## src/rtl/core/pdt_pkg.sv

```systemverilog
// pdt_pkg: shared types and constants of the periodic task dispatcher
// command codes, decoded job record passed from front to back
// no dependencies
package pdt_pkg;

    localparam int CMD_W      = 3;
    localparam int SLOT_W     = 3;
    localparam int TIME_W     = 32;
    localparam int IN_DATA_W  = 72;
    localparam int OUT_DATA_W = 8;
    localparam int MAX_SLOTS  = 8;

    localparam logic [CMD_W-1:0] CMD_ADD        = 3'd0;
    localparam logic [CMD_W-1:0] CMD_ARREST     = 3'd1;
    localparam logic [CMD_W-1:0] CMD_CONTINUE   = 3'd2;
    localparam logic [CMD_W-1:0] CMD_ARREST_ALL = 3'd3;
    localparam logic [CMD_W-1:0] CMD_SCAN       = 3'd4;

    typedef enum logic [2:0] {
        OP_NOP,
        OP_ADD,
        OP_ARREST,
        OP_CONTINUE,
        OP_ARREST_ALL,
        OP_SCAN
    } op_t;

    // value carries the period for add and the current time for scan
    typedef struct packed {
        op_t               op;
        logic [SLOT_W-1:0] slot;
        logic [TIME_W-1:0] value;
    } job_t;

endpackage

```

## src/rtl/core/pdt_front.sv

```systemverilog
// pdt_front: command intake of the periodic task dispatcher
// decodes each command transfer into a job and queues it in a two-entry fifo
// depends on pdt_pkg
module pdt_front
    import pdt_pkg::*;
#(
    parameter int TASK_SLOTS = 8
)
(
    input  logic                 clk,
    input  logic                 rst_n,
    input  logic                 s_tvalid,
    output logic                 s_tready,
    input  logic [IN_DATA_W-1:0] s_tdata,   // command, slot, period, now, zero fill
    output logic                 job_valid,
    input  logic                 job_ready,
    output job_t                 job
);

    localparam int QDEPTH = 2;

    job_t              queue_reg [QDEPTH];
    logic              wr_ptr_reg;
    logic              wr_ptr_next;
    logic              rd_ptr_reg;
    logic              rd_ptr_next;
    logic [1:0]        count_reg;
    logic [1:0]        count_next;

    logic [CMD_W-1:0]  cmd;
    logic [SLOT_W-1:0] slot;
    logic [TIME_W-1:0] period;
    logic [TIME_W-1:0] now;
    logic              slot_ok;
    job_t              dec;
    logic              push;
    logic              pop;

    assign cmd    = s_tdata[CMD_W-1:0];
    assign slot   = s_tdata[CMD_W+SLOT_W-1:CMD_W];
    assign period = s_tdata[CMD_W+SLOT_W+TIME_W-1:CMD_W+SLOT_W];
    assign now    = s_tdata[CMD_W+SLOT_W+2*TIME_W-1:CMD_W+SLOT_W+TIME_W];

    assign slot_ok = int'(slot) < TASK_SLOTS;

    always_comb
    begin
        dec.slot  = slot;
        dec.value = period;
        case (cmd)
            CMD_ADD:        dec.op = slot_ok ? OP_ADD : OP_NOP;
            CMD_ARREST:     dec.op = slot_ok ? OP_ARREST : OP_NOP;
            CMD_CONTINUE:   dec.op = slot_ok ? OP_CONTINUE : OP_NOP;
            CMD_ARREST_ALL: dec.op = OP_ARREST_ALL;
            CMD_SCAN:
            begin
                dec.op    = OP_SCAN;
                dec.value = now;
            end
            default:        dec.op = OP_NOP;
        endcase
    end

    assign s_tready  = (count_reg != 2'(QDEPTH));
    assign job_valid = (count_reg != 2'd0);
    assign job       = queue_reg[rd_ptr_reg];

    assign push = s_tvalid && s_tready;
    assign pop  = job_valid && job_ready;

    always_comb
    begin
        wr_ptr_next = push ? ~wr_ptr_reg : wr_ptr_reg;
        rd_ptr_next = pop ? ~rd_ptr_reg : rd_ptr_reg;
        count_next  = count_reg;
        if (push && !pop)
        begin
            count_next = count_reg + 2'd1;
        end
        else if (pop && !push)
        begin
            count_next = count_reg - 2'd1;
        end
    end

    always_ff @(posedge clk or negedge rst_n)
    begin
        if (!rst_n)
        begin
            wr_ptr_reg <= 1'b0;
            rd_ptr_reg <= 1'b0;
            count_reg  <= 2'd0;
        end
        else
        begin
            wr_ptr_reg <= wr_ptr_next;
            rd_ptr_reg <= rd_ptr_next;
            count_reg  <= count_next;
        end
    end

    always_ff @(posedge clk)
    begin
        if (push)
        begin
            queue_reg[wr_ptr_reg] <= dec;
        end
    end

endmodule

```

## src/rtl/core/pdt_back.sv

```systemverilog
// pdt_back: execution side of the periodic task dispatcher
// holds the slot tables, applies jobs and walks the slots one per cycle on scan while the output is not stalled
// depends on pdt_pkg
module pdt_back
    import pdt_pkg::*;
#(
    parameter int TASK_SLOTS = 8
)
(
    input  logic                  clk,
    input  logic                  rst_n,
    input  logic                  job_valid,
    output logic                  job_ready,
    input  job_t                  job,
    output logic                  m_tvalid,
    input  logic                  m_tready,
    output logic [OUT_DATA_W-1:0] m_tdata,   // task_index, zero fill
    output logic                  m_tlast
);

    // slots past the 3-bit slot field can never be reached
    localparam int NSLOT = (TASK_SLOTS < MAX_SLOTS) ? TASK_SLOTS : MAX_SLOTS;
    localparam int IW    = (NSLOT > 1) ? $clog2(NSLOT) : 1;
    localparam logic [IW-1:0] LAST_IDX = IW'(NSLOT - 1);

    typedef enum logic [1:0] {
        ST_IDLE,
        ST_SCAN,
        ST_FLUSH
    } state_t;

    state_t            state_reg;
    state_t            state_next;
    logic [TIME_W-1:0] period_reg [NSLOT];
    logic [TIME_W-1:0] period_next [NSLOT];
    logic [TIME_W-1:0] last_reg [NSLOT];
    logic [TIME_W-1:0] last_next [NSLOT];
    logic [NSLOT-1:0]  active_reg;
    logic [NSLOT-1:0]  active_next;
    logic [TIME_W-1:0] now_reg;
    logic [TIME_W-1:0] now_next;
    logic [IW-1:0]     idx_reg;
    logic [IW-1:0]     idx_next;
    logic              pend_valid_reg;
    logic              pend_valid_next;
    logic [IW-1:0]     pend_index_reg;
    logic [IW-1:0]     pend_index_next;
    logic              out_valid_reg;
    logic              out_valid_next;
    logic [SLOT_W-1:0] out_index_reg;
    logic [SLOT_W-1:0] out_index_next;
    logic              out_last_reg;
    logic              out_last_next;

    logic              out_free;
    logic              hit;
    logic [TIME_W-1:0] elapsed;
    logic [IW-1:0]     job_slot;

    assign job_ready = (state_reg == ST_IDLE);
    assign out_free  = !out_valid_reg || m_tready;
    assign elapsed   = now_reg - last_reg[idx_reg];
    assign hit       = active_reg[idx_reg] && (period_reg[idx_reg] < elapsed);
    assign job_slot  = job.slot[IW-1:0];

    assign m_tvalid = out_valid_reg;
    assign m_tdata  = {{(OUT_DATA_W-SLOT_W){1'b0}}, out_index_reg};
    assign m_tlast  = out_last_reg;

    always_comb
    begin
        state_next      = state_reg;
        period_next     = period_reg;
        last_next       = last_reg;
        active_next     = active_reg;
        now_next        = now_reg;
        idx_next        = idx_reg;
        pend_valid_next = pend_valid_reg;
        pend_index_next = pend_index_reg;
        out_valid_next  = out_valid_reg;
        out_index_next  = out_index_reg;
        out_last_next   = out_last_reg;

        if (out_valid_reg && m_tready)
        begin
            out_valid_next = 1'b0;
        end

        case (state_reg)
            ST_IDLE:
            begin
                if (job_valid)
                begin
                    case (job.op)
                        OP_ADD:
                        begin
                            period_next[job_slot] = job.value;
                            active_next[job_slot] = 1'b1;
                        end
                        OP_ARREST:     active_next[job_slot] = 1'b0;
                        OP_CONTINUE:   active_next[job_slot] = 1'b1;
                        OP_ARREST_ALL: active_next = '0;
                        OP_SCAN:
                        begin
                            now_next   = job.value;
                            idx_next   = '0;
                            state_next = ST_SCAN;
                        end
                        default: ;
                    endcase
                end
            end
            ST_SCAN:
            begin
                // a due slot is held back in the pending register so the final one can carry tlast
                if (!(hit && pend_valid_reg && !out_free))
                begin
                    if (hit)
                    begin
                        last_next[idx_reg] = now_reg;
                        if (pend_valid_reg)
                        begin
                            out_valid_next = 1'b1;
                            out_index_next = SLOT_W'(pend_index_reg);
                            out_last_next  = 1'b0;
                        end
                        pend_valid_next = 1'b1;
                        pend_index_next = idx_reg;
                    end
                    if (idx_reg == LAST_IDX)
                    begin
                        state_next = ST_FLUSH;
                    end
                    else
                    begin
                        idx_next = idx_reg + IW'(1);
                    end
                end
            end
            ST_FLUSH:
            begin
                if (!pend_valid_reg)
                begin
                    state_next = ST_IDLE;
                end
                else if (out_free)
                begin
                    out_valid_next  = 1'b1;
                    out_index_next  = SLOT_W'(pend_index_reg);
                    out_last_next   = 1'b1;
                    pend_valid_next = 1'b0;
                    state_next      = ST_IDLE;
                end
            end
            default: state_next = ST_IDLE;
        endcase
    end

    always_ff @(posedge clk or negedge rst_n)
    begin
        if (!rst_n)
        begin
            state_reg      <= ST_IDLE;
            for (int i = 0; i < NSLOT; i++)
            begin
                period_reg[i] <= '0;
                last_reg[i]   <= '0;
            end
            active_reg     <= '0;
            now_reg        <= '0;
            idx_reg        <= '0;
            pend_valid_reg <= 1'b0;
            pend_index_reg <= '0;
            out_valid_reg  <= 1'b0;
            out_index_reg  <= '0;
            out_last_reg   <= 1'b0;
        end
        else
        begin
            state_reg      <= state_next;
            period_reg     <= period_next;
            last_reg       <= last_next;
            active_reg     <= active_next;
            now_reg        <= now_next;
            idx_reg        <= idx_next;
            pend_valid_reg <= pend_valid_next;
            pend_index_reg <= pend_index_next;
            out_valid_reg  <= out_valid_next;
            out_index_reg  <= out_index_next;
            out_last_reg   <= out_last_next;
        end
    end

endmodule

```

## src/rtl/core/periodic_task_dispatcher.sv

```systemverilog
// periodic_task_dispatcher: top level of the periodic task dispatcher
// joins the command front end and the slot execution back end
// depends on pdt_pkg, pdt_front, pdt_back
//
// usage
// - commands arrive on the s_ channel: add, arrest, continue, arrest all, scan
// - each scan transfer yields one m_ transfer per due slot in ascending order,
//   m_tdata holds the slot index and m_tlast marks the final due slot of the scan
// - a scan with no due slot, and every other command, yields no output transfer
// - a two-entry queue sits between intake and execution, so commands are taken
//   while the back end is busy until the queue is full
// - add, arrest, continue and arrest all are applied by the back end while it is idle
// - a scan walks min(TASK_SLOTS, 8) slots, one slot compared per cycle while the
//   output is not stalled, in the single subtract and compare unit that walks the slots
// - first output transfer follows a scan transfer through the queue, the pending register and the output register
// - when the receiver stalls, the slot walk holds at the next due slot and the
//   queue fills, after which s_tready drops
// - reset clears all periods, last-fired times and active flags, and empties
//   the queue and the output register
module periodic_task_dispatcher
    import pdt_pkg::*;
#(
    parameter int TASK_SLOTS = 8
)
(
    input  logic                  clk,
    input  logic                  rst_n,
    input  logic                  s_tvalid,
    output logic                  s_tready,
    input  logic [IN_DATA_W-1:0]  s_tdata,   // command, slot, period, now, zero fill
    output logic                  m_tvalid,
    input  logic                  m_tready,
    output logic [OUT_DATA_W-1:0] m_tdata,   // task_index, zero fill
    output logic                  m_tlast
);

    logic job_valid;
    logic job_ready;
    job_t job;

    pdt_front #(
        .TASK_SLOTS (TASK_SLOTS)
    ) u_front (
        .clk       (clk),
        .rst_n     (rst_n),
        .s_tvalid  (s_tvalid),
        .s_tready  (s_tready),
        .s_tdata   (s_tdata),
        .job_valid (job_valid),
        .job_ready (job_ready),
        .job       (job)
    );

    pdt_back #(
        .TASK_SLOTS (TASK_SLOTS)
    ) u_back (
        .clk       (clk),
        .rst_n     (rst_n),
        .job_valid (job_valid),
        .job_ready (job_ready),
        .job       (job),
        .m_tvalid  (m_tvalid),
        .m_tready  (m_tready),
        .m_tdata   (m_tdata),
        .m_tlast   (m_tlast)
    );

endmodule

```

## config.mk

```make
export PLATFORM = sky130hd
export DESIGN_NAME = periodic_task_dispatcher
export DESIGN_NICKNAME = d
export VERILOG_FILES = /design/src/rtl/core/pdt_pkg.sv /design/src/rtl/core/pdt_front.sv /design/src/rtl/core/pdt_back.sv /design/src/rtl/core/periodic_task_dispatcher.sv
export SDC_FILE = /design/constraint.sdc
export NUM_CORES = 1
export LEC_CHECK = 0
export ABC_AREA = 1
export BUFFER_PORTS_ARGS = -buffer_cell sky130_fd_sc_hd__buf_4
export CAP_MARGIN = 20
export CORE_MARGIN = 10
export CORE_UTILIZATION = 63
export DETAILED_ROUTE_END_ITERATION = 6
export GPL_TIMING_DRIVEN = 1
export PLACE_DENSITY = 0.79
export SLEW_MARGIN = 20
export SYNTH_ARGS = -nofsm -noshare
export SYNTH_HDL_FRONTEND = slang
export SYNTH_SLANG_ARGS = --single-unit
```

## constraint.sdc

```tcl
create_clock -name clk -period 6.4 [get_ports clk]
set_clock_uncertainty 0.05 [all_clocks]
set_input_delay 1.28 -clock clk [delete_from_list [all_inputs] [get_ports clk]]
set_output_delay 1.28 -clock clk [all_outputs]
set_load 0.1 [all_outputs]
```

## Word-level counts from Yosys, hierarchy flattened

Memories as Yosys holds them, arrays and structs flattened.
Cells that the tools add are included.

- Register bits after elaboration: 570
- Bits in writable memories: 76
- Input port bits: 76
- Output and inout bits: 11
- Word-level logic and storage cells: 163
- Memories kept: 1

Memory list:

| name | words | width | rd ports | clocked after memory_dff | write ports | RTL line | source |
|---|---|---|---|---|---|---|---|
| u_front.queue_reg | 2 | 38 | 1 | 0 | 1 | pdt_front.sv:22 | `job_t queue_reg [QDEPTH];` |

- $add $sub $neg: 4
- Order comparisons: 8
- Equality and inequality tests: 23
- Muxes and demuxes: 59
- Bitwise logic cells: 8
- Reduce and logical (&&, ||, !) cells: 32

Operator list:

| kind | number |
|---|---|
| $bwmux 256 | 2 |
| $mux 32 | 7 |
| $bmux 32 s3 | 2 |
| $demux 32 s3 | 2 |
| $lt 32x32->1 | 1 |
| $sub 32x32->32 | 1 |
| $mux 3 | 9 |
| $pmux 8 s3 | 1 |
| $mux 1 | 19 |
| $mux 2 | 8 |
| $pmux 3 s5 | 1 |
| $reduce_and 3->1 | 5 |
| $ne 2x1->1 const B | 7 |
| $eq 3x2->1 const B | 4 |
| $eq 3x3->1 const B | 4 |
| $pmux 3 s2 | 2 |
| $logic_and 1x1->1 | 11 |
| $reduce_and 5->1 | 2 |
| $and 8x8->8 | 1 |
| $ge 4x4->1 const B | 2 |
| $lt 3x4->1 const B | 2 |
| $lt 4x1->1 const B | 2 |
| $not 3->4 | 2 |
| $not 8->8 | 1 |
| 23 further kinds | 36 |

## Depth between registers and ports, before layout

- Word-level depth: 11
- Mapped depth: 35
- Depth with buffers taken out: 33

## Modules after synthesis

A second synthesis with hierarchy kept.

- Cells, all modules: 3800
- Area total of the unflattened synthesis: 31197.4 um^2

Modules (own cells, without submodules):

| module | instances | cells each | area an instance (um^2) |
|---|---|---|---|
| pdt_back | 1 | 3461 | 27707.8 |
| pdt_front | 1 | 339 | 3489.6 |

## Worst setup path after synthesis

No wires, ideal clock.

- Path type: register to register
- Start: reg u_back.idx_reg[0]
- End: reg u_back.last_reg[1] in the netlist's numbering
- Library setup time: 65 ps
- Data arrival time: 5831 ps
- Path slack: 454 ps
- Cell stages (with the launch flop): 36
- Cell sequence: dfrtp_1 > inv_2 > buf_2 > clkbuf_1 > clkbuf_1 > clkbuf_1 > clkbuf_1 > nor2_1 > o22ai_1 > nor2_1 > ha_1 > nand3_1 > nand2_1 > a21oi_1 > o21ai_0 > a21oi_1 > o21ai_0 > a21boi_0 > o21ai_0 > nand2_1 > nand2_1 > xnor2_1 > ha_1 > a21oi_1 > nor2_1 > a211oi_1 > nor2_1 > o21ai_0 > nand3_1 > a21oi_2 > o211ai_4 > buf_4 > nor2_2 > buf_4 > nand2_1 > nand2_1

- Longest elaborated chain between the ends: 11
- Elaborated cells between the ends (all ways): 22
- Those cells by class: 1 x add/sub; 3 x order compare; 11 x mux; 2 x bitwise; 5 x reduce/logical

RTL lines:

| element | RTL line | source |
|---|---|---|
| start, declared | pdt_back.sv:42 | `logic [IW-1:0] idx_reg;` |
| start signal, assigned | pdt_back.sv:185 | `idx_reg <= idx_next;` |
| $not 3->4 (not written as such) | pdt_back.sv:62, pdt_back.sv:63, pdt_back.sv:120 |  |
| $bmux 32 s3 | pdt_back.sv:62 | `assign elapsed = now_reg - last_reg[idx_reg];` |
| $mux 32 (not written as such) (2 in a row) | pdt_back.sv:62 |  |
| $sub 32x32->32 | pdt_back.sv:62 |  |
| $lt 32x32->1 | pdt_back.sv:63 | `assign hit = active_reg[idx_reg] && (period_reg[idx_reg] < elapsed);` |
| $logic_and 1x1->1 | pdt_back.sv:63 |  |
| $logic_and 1x1->1 (2 in a row) | pdt_back.sv:116 | `if (!(hit && pend_valid_reg && !out_free))` |
| $not 1->1 (no line) | n/a |  |
| $reduce_and 3->1 (no line) | n/a |  |
| end signal, assigned | pdt_back.sv:182 | `last_reg <= last_next;` |
| end, declared | pdt_back.sv:36 | `logic [TIME_W-1:0] last_reg [NSLOT];` |

Parallel ways exist; a longest one is shown, timed or not. The select of a mux whose other input is x is not followed.
A chain may end at the register's enable or synchronous reset.

## Final worst setup path

- Start: reg u_back.idx_reg[0]
- End: reg u_back.last_reg[189] in the netlist's numbering

Same word-level chain as after synthesis.

==> flow_metrics.py <==
metrics = {
    "global_route": {
        "grt_pass1_vias": 25400,
        "grt_overflow": 0,
        "antenna_found_initial": 1,
        "grtUsageTotal_pct": 28.1,
        "grt_max_degree": 167,
        "grt_pass1_wl_mm": 135,
    },
    "sta": {
        "setup_tns_ps": 0,
        "fin_crit_ps": 6050,
        "setup_viol": 0,
        "slew_violations": 0,
        "relSlewSlack_pct": 25.8,
        "finalHoldViolCount": 0,
        "post-route-period-util_pct": 94.5,
        "holdWs_ps": 438,
        "max_freq_mhz": 165,
        "worst_pin_slew_ps": 1110,
    },
    "clock_tree": {
        "cts_tree": "built",
        "clock_latency_ps": 610,
        "path_clk_slew_ps": 60,
        "htree_levels": 3,
        "clock_path_buffers": 3,
        "clkSinkCount": 646,
        "cts-root-buf": "clkbuf_16",
        "numCtsBuffers": 67,
    },
    "drt": {
        "drc": 0,
        "via_per_inst": 6.12,
        "drt_iter0_markers": 2920,
        "wire_per_inst_microns": 20.2,
        "vias": 25700,
        "drt-pass1-iter-count": 7,
        "drtAntennaViolNets": 0,
        "drt-total-wl_mm": 84.8,
    },
    "worst_setup_path": {
        "cp.arrival_ps": 6520,
        "path_common_cell": "nand2_1",
        "max_stage_delay_ps": 590,
        "cp-start-kind": "flip-flop",
        "critPathSlowestCell": "dfrtp_4",
        "crit_type": "reg2reg",
        "crit_fanout": 50,
        "r2r_end": "u_back.last_reg[189]",
        "required_ps": 6870,
        "reg2regPathDepth": 31,
        "timing.rr.start": "u_back.idx_reg[0]",
        "cp-end-kind": "flip-flop",
        "rrSetupSlack_ps": 350,
    },
    "logic_synthesis": {
        "syn_area_sq_mm": 0.0315,
        "async_reset_ff_share_pct": 88.2,
        "ys_seq_area_share_pct": 52.5,
        "ys.flop_type": "dfrtp_1",
        "synthCells": 3499,
        "yosys_register_bits": 646,
        "synth_most_common_cell": "nand2_1",
        "synth_cell_type_count": 44,
        "netlist_top_cells_count": "nand2_1, o21ai_0, dfrtp_1",
        "synth_area_leaders": "dfrtp_1, nand2_1, o21ai_0",
        "syn_avg_cell_area_sq_um": 9.00,
        "synth_edf_count": 76,
        "yosysWarningCount": 0,
        "synth_area_leader_cell": "dfrtp_1",
        "synth_top_area_share_pct": 45.3,
    },
    "power_and_ir_drop": {
        "p_per_area_mw_per_mm2": 525,
        "power_mw": 18.5,
        "p_leak_nw": 16.8,
        "ir_drop_mv": 0.339,
    },
    "hold_path": {
        "min_to": "u_back.m_tlast",
        "hp-class": "reg2reg",
        "hp-start": "u_back.m_tlast",
        "holdPathStages": 2,
    },
    "status": {
        "status": "complete, no violations",
    },
    "flow_run": {
        "drv_cap": 0,
    },
    "placement": {
        "gp_congestion": 0.898,
        "dp_hpwl_mm": 52.7,
        "placed_area_sq_mm": 0.0328,
        "port-buffer-count": 79,
    },
    "cells_and_area": {
        "final_nets": 3639,
        "num_antenna_cells": 0,
        "design_area_sq_mm": 0.0351,
        "drive_gt1_share_pct": 14.9,
        "area_growth_pct": 11.6,
    },
    "floorplanning": {
        "die_area_sq_mm": 0.0593,
        "core_area_sq_mm": 0.0492,
        "die_height_microns": 244,
        "start_util_pct": 64.1,
        "io_pins": 87,
        "dieWidth_microns": 244,
        "rows": 81,
    },
}
==> timing repair <==
item | 4_1_cts | 5_1_grt
gates resized for setup | 0 | 17
buffers inserted | 0 | 9
hold endpoints to repair | 0 | 0
hold buffers | 0 | 0
endpoints found under the setup margin | 0 | 269
==> how the worst max path moves through the flow <==
stage                                  from              endpoint  slack, ps  cells past startpoint
after floorplan           u_back.idx_reg[0]    u_back.last_reg[1]        450                     35
after global placement    u_back.idx_reg[1]  u_back.last_reg[133]        300                     29
after detailed placement  u_back.idx_reg[1]  u_back.last_reg[132]        140                     29
after CTS                 u_back.idx_reg[1]  u_back.last_reg[220]         70                     29
after global routing      u_back.idx_reg[1]  u_back.last_reg[189]       -0.8                     32
final                     u_back.idx_reg[0]  u_back.last_reg[189]        350                     31
==> critical path: cells and delay by family, from the launching register on <==
| kind | cells | cell delay [ps] |
|---|---|---|
| AOI/OAI and AO/OA | 13 | 2730 |
| DFF | 1 | 590 |
| xor gates and xnor gates | 1 | 140 |
| buffers and inverters | 4 | 810 |
| and+or+nand+nor | 11 | 1130 |
| adders and majority gates | 2 | 500 |
==> per-stage QoR <==
step	util, %	worst slack (ps)	cells
6_report	71.5	354	4206
4_1_cts	71.1	67.2	4195
5_1_grt	71.5	-0.811	4206
2_1_floorplan	-	454	3503
3_3_place_gp	66.6	295	4078
3_5_place_dp	66.6	141	4078
==> area by class of cell <==
class                      count  area [sq um]
timing repair buffer         169          1500
clock buffer                  98          1950
inverter                     206           788
multi-input combinational   2404         13300
clock inverter                19           256
sequential                   646         16600
tap                          664           831
fill                        3529         14000
==> layout by cell type (no fill, tap or decap), types with 6 or more instances in the layout <==
cell / n
o22ai_1: 62
nor3_1: 15
xor2_1: 16
a21oi_1: 134
o211ai_1: 31
inv_1: 202
dfrtp_1: 567
buf_4: 146
nand3_1: 24
bufinv_16: 6
o21ai_0: 612
edfxtp_1: 76
nand4_1: 25
ha_1: 68
a31oi_1: 11
clkbuf_16: 71
clkbuf_8: 7
mux2_2: 234
nand2_1: 840
xnor2_1: 18
clkbuf_1: 20
buf_12: 16
nor2_1: 235
a221oi_1: 18
nor2_2: 9
==> power by group <==
group          switching, mW  leakage [nW]  total (mW)  internal [mW]
Combinational           5.27          7.37        8.28           3.01
Clock                   1.60          1.07        3.95           2.35
Sequential             0.899          8.41        6.23           5.34
==> kinds of logic (layout without fill, tap and decap cells) <==
| group | Yosys count | after routing | share of synthesized area, % |
|---|---|---|---|
| compound gates | 896 | 896 | 15.3 |
| simple gates | 1165 | 1165 | 14.4 |
| fa+ha+maj | 69 | 69 | 2.77 |
| buf+inv | 453 | 492 | 5.73 |
| xor+xnor | 34 | 34 | 0.946 |
| mux | 235 | 235 | 8.40 |
| flops | 646 | 646 | 52.5 |
| other cells | 1 | 5 | 0.0119 |
==> layer usage <==
layer	share of wire [%]	up-vias	track usage (%)
li1	-	11700	-
met2	48	1274	46.1
met5	0.015	-	0
met4	3.3	2	10.5
met3	8.4	233	4.87
met1	40	12500	37.1
No activity file was read; power rests on OpenSTA's default activity.
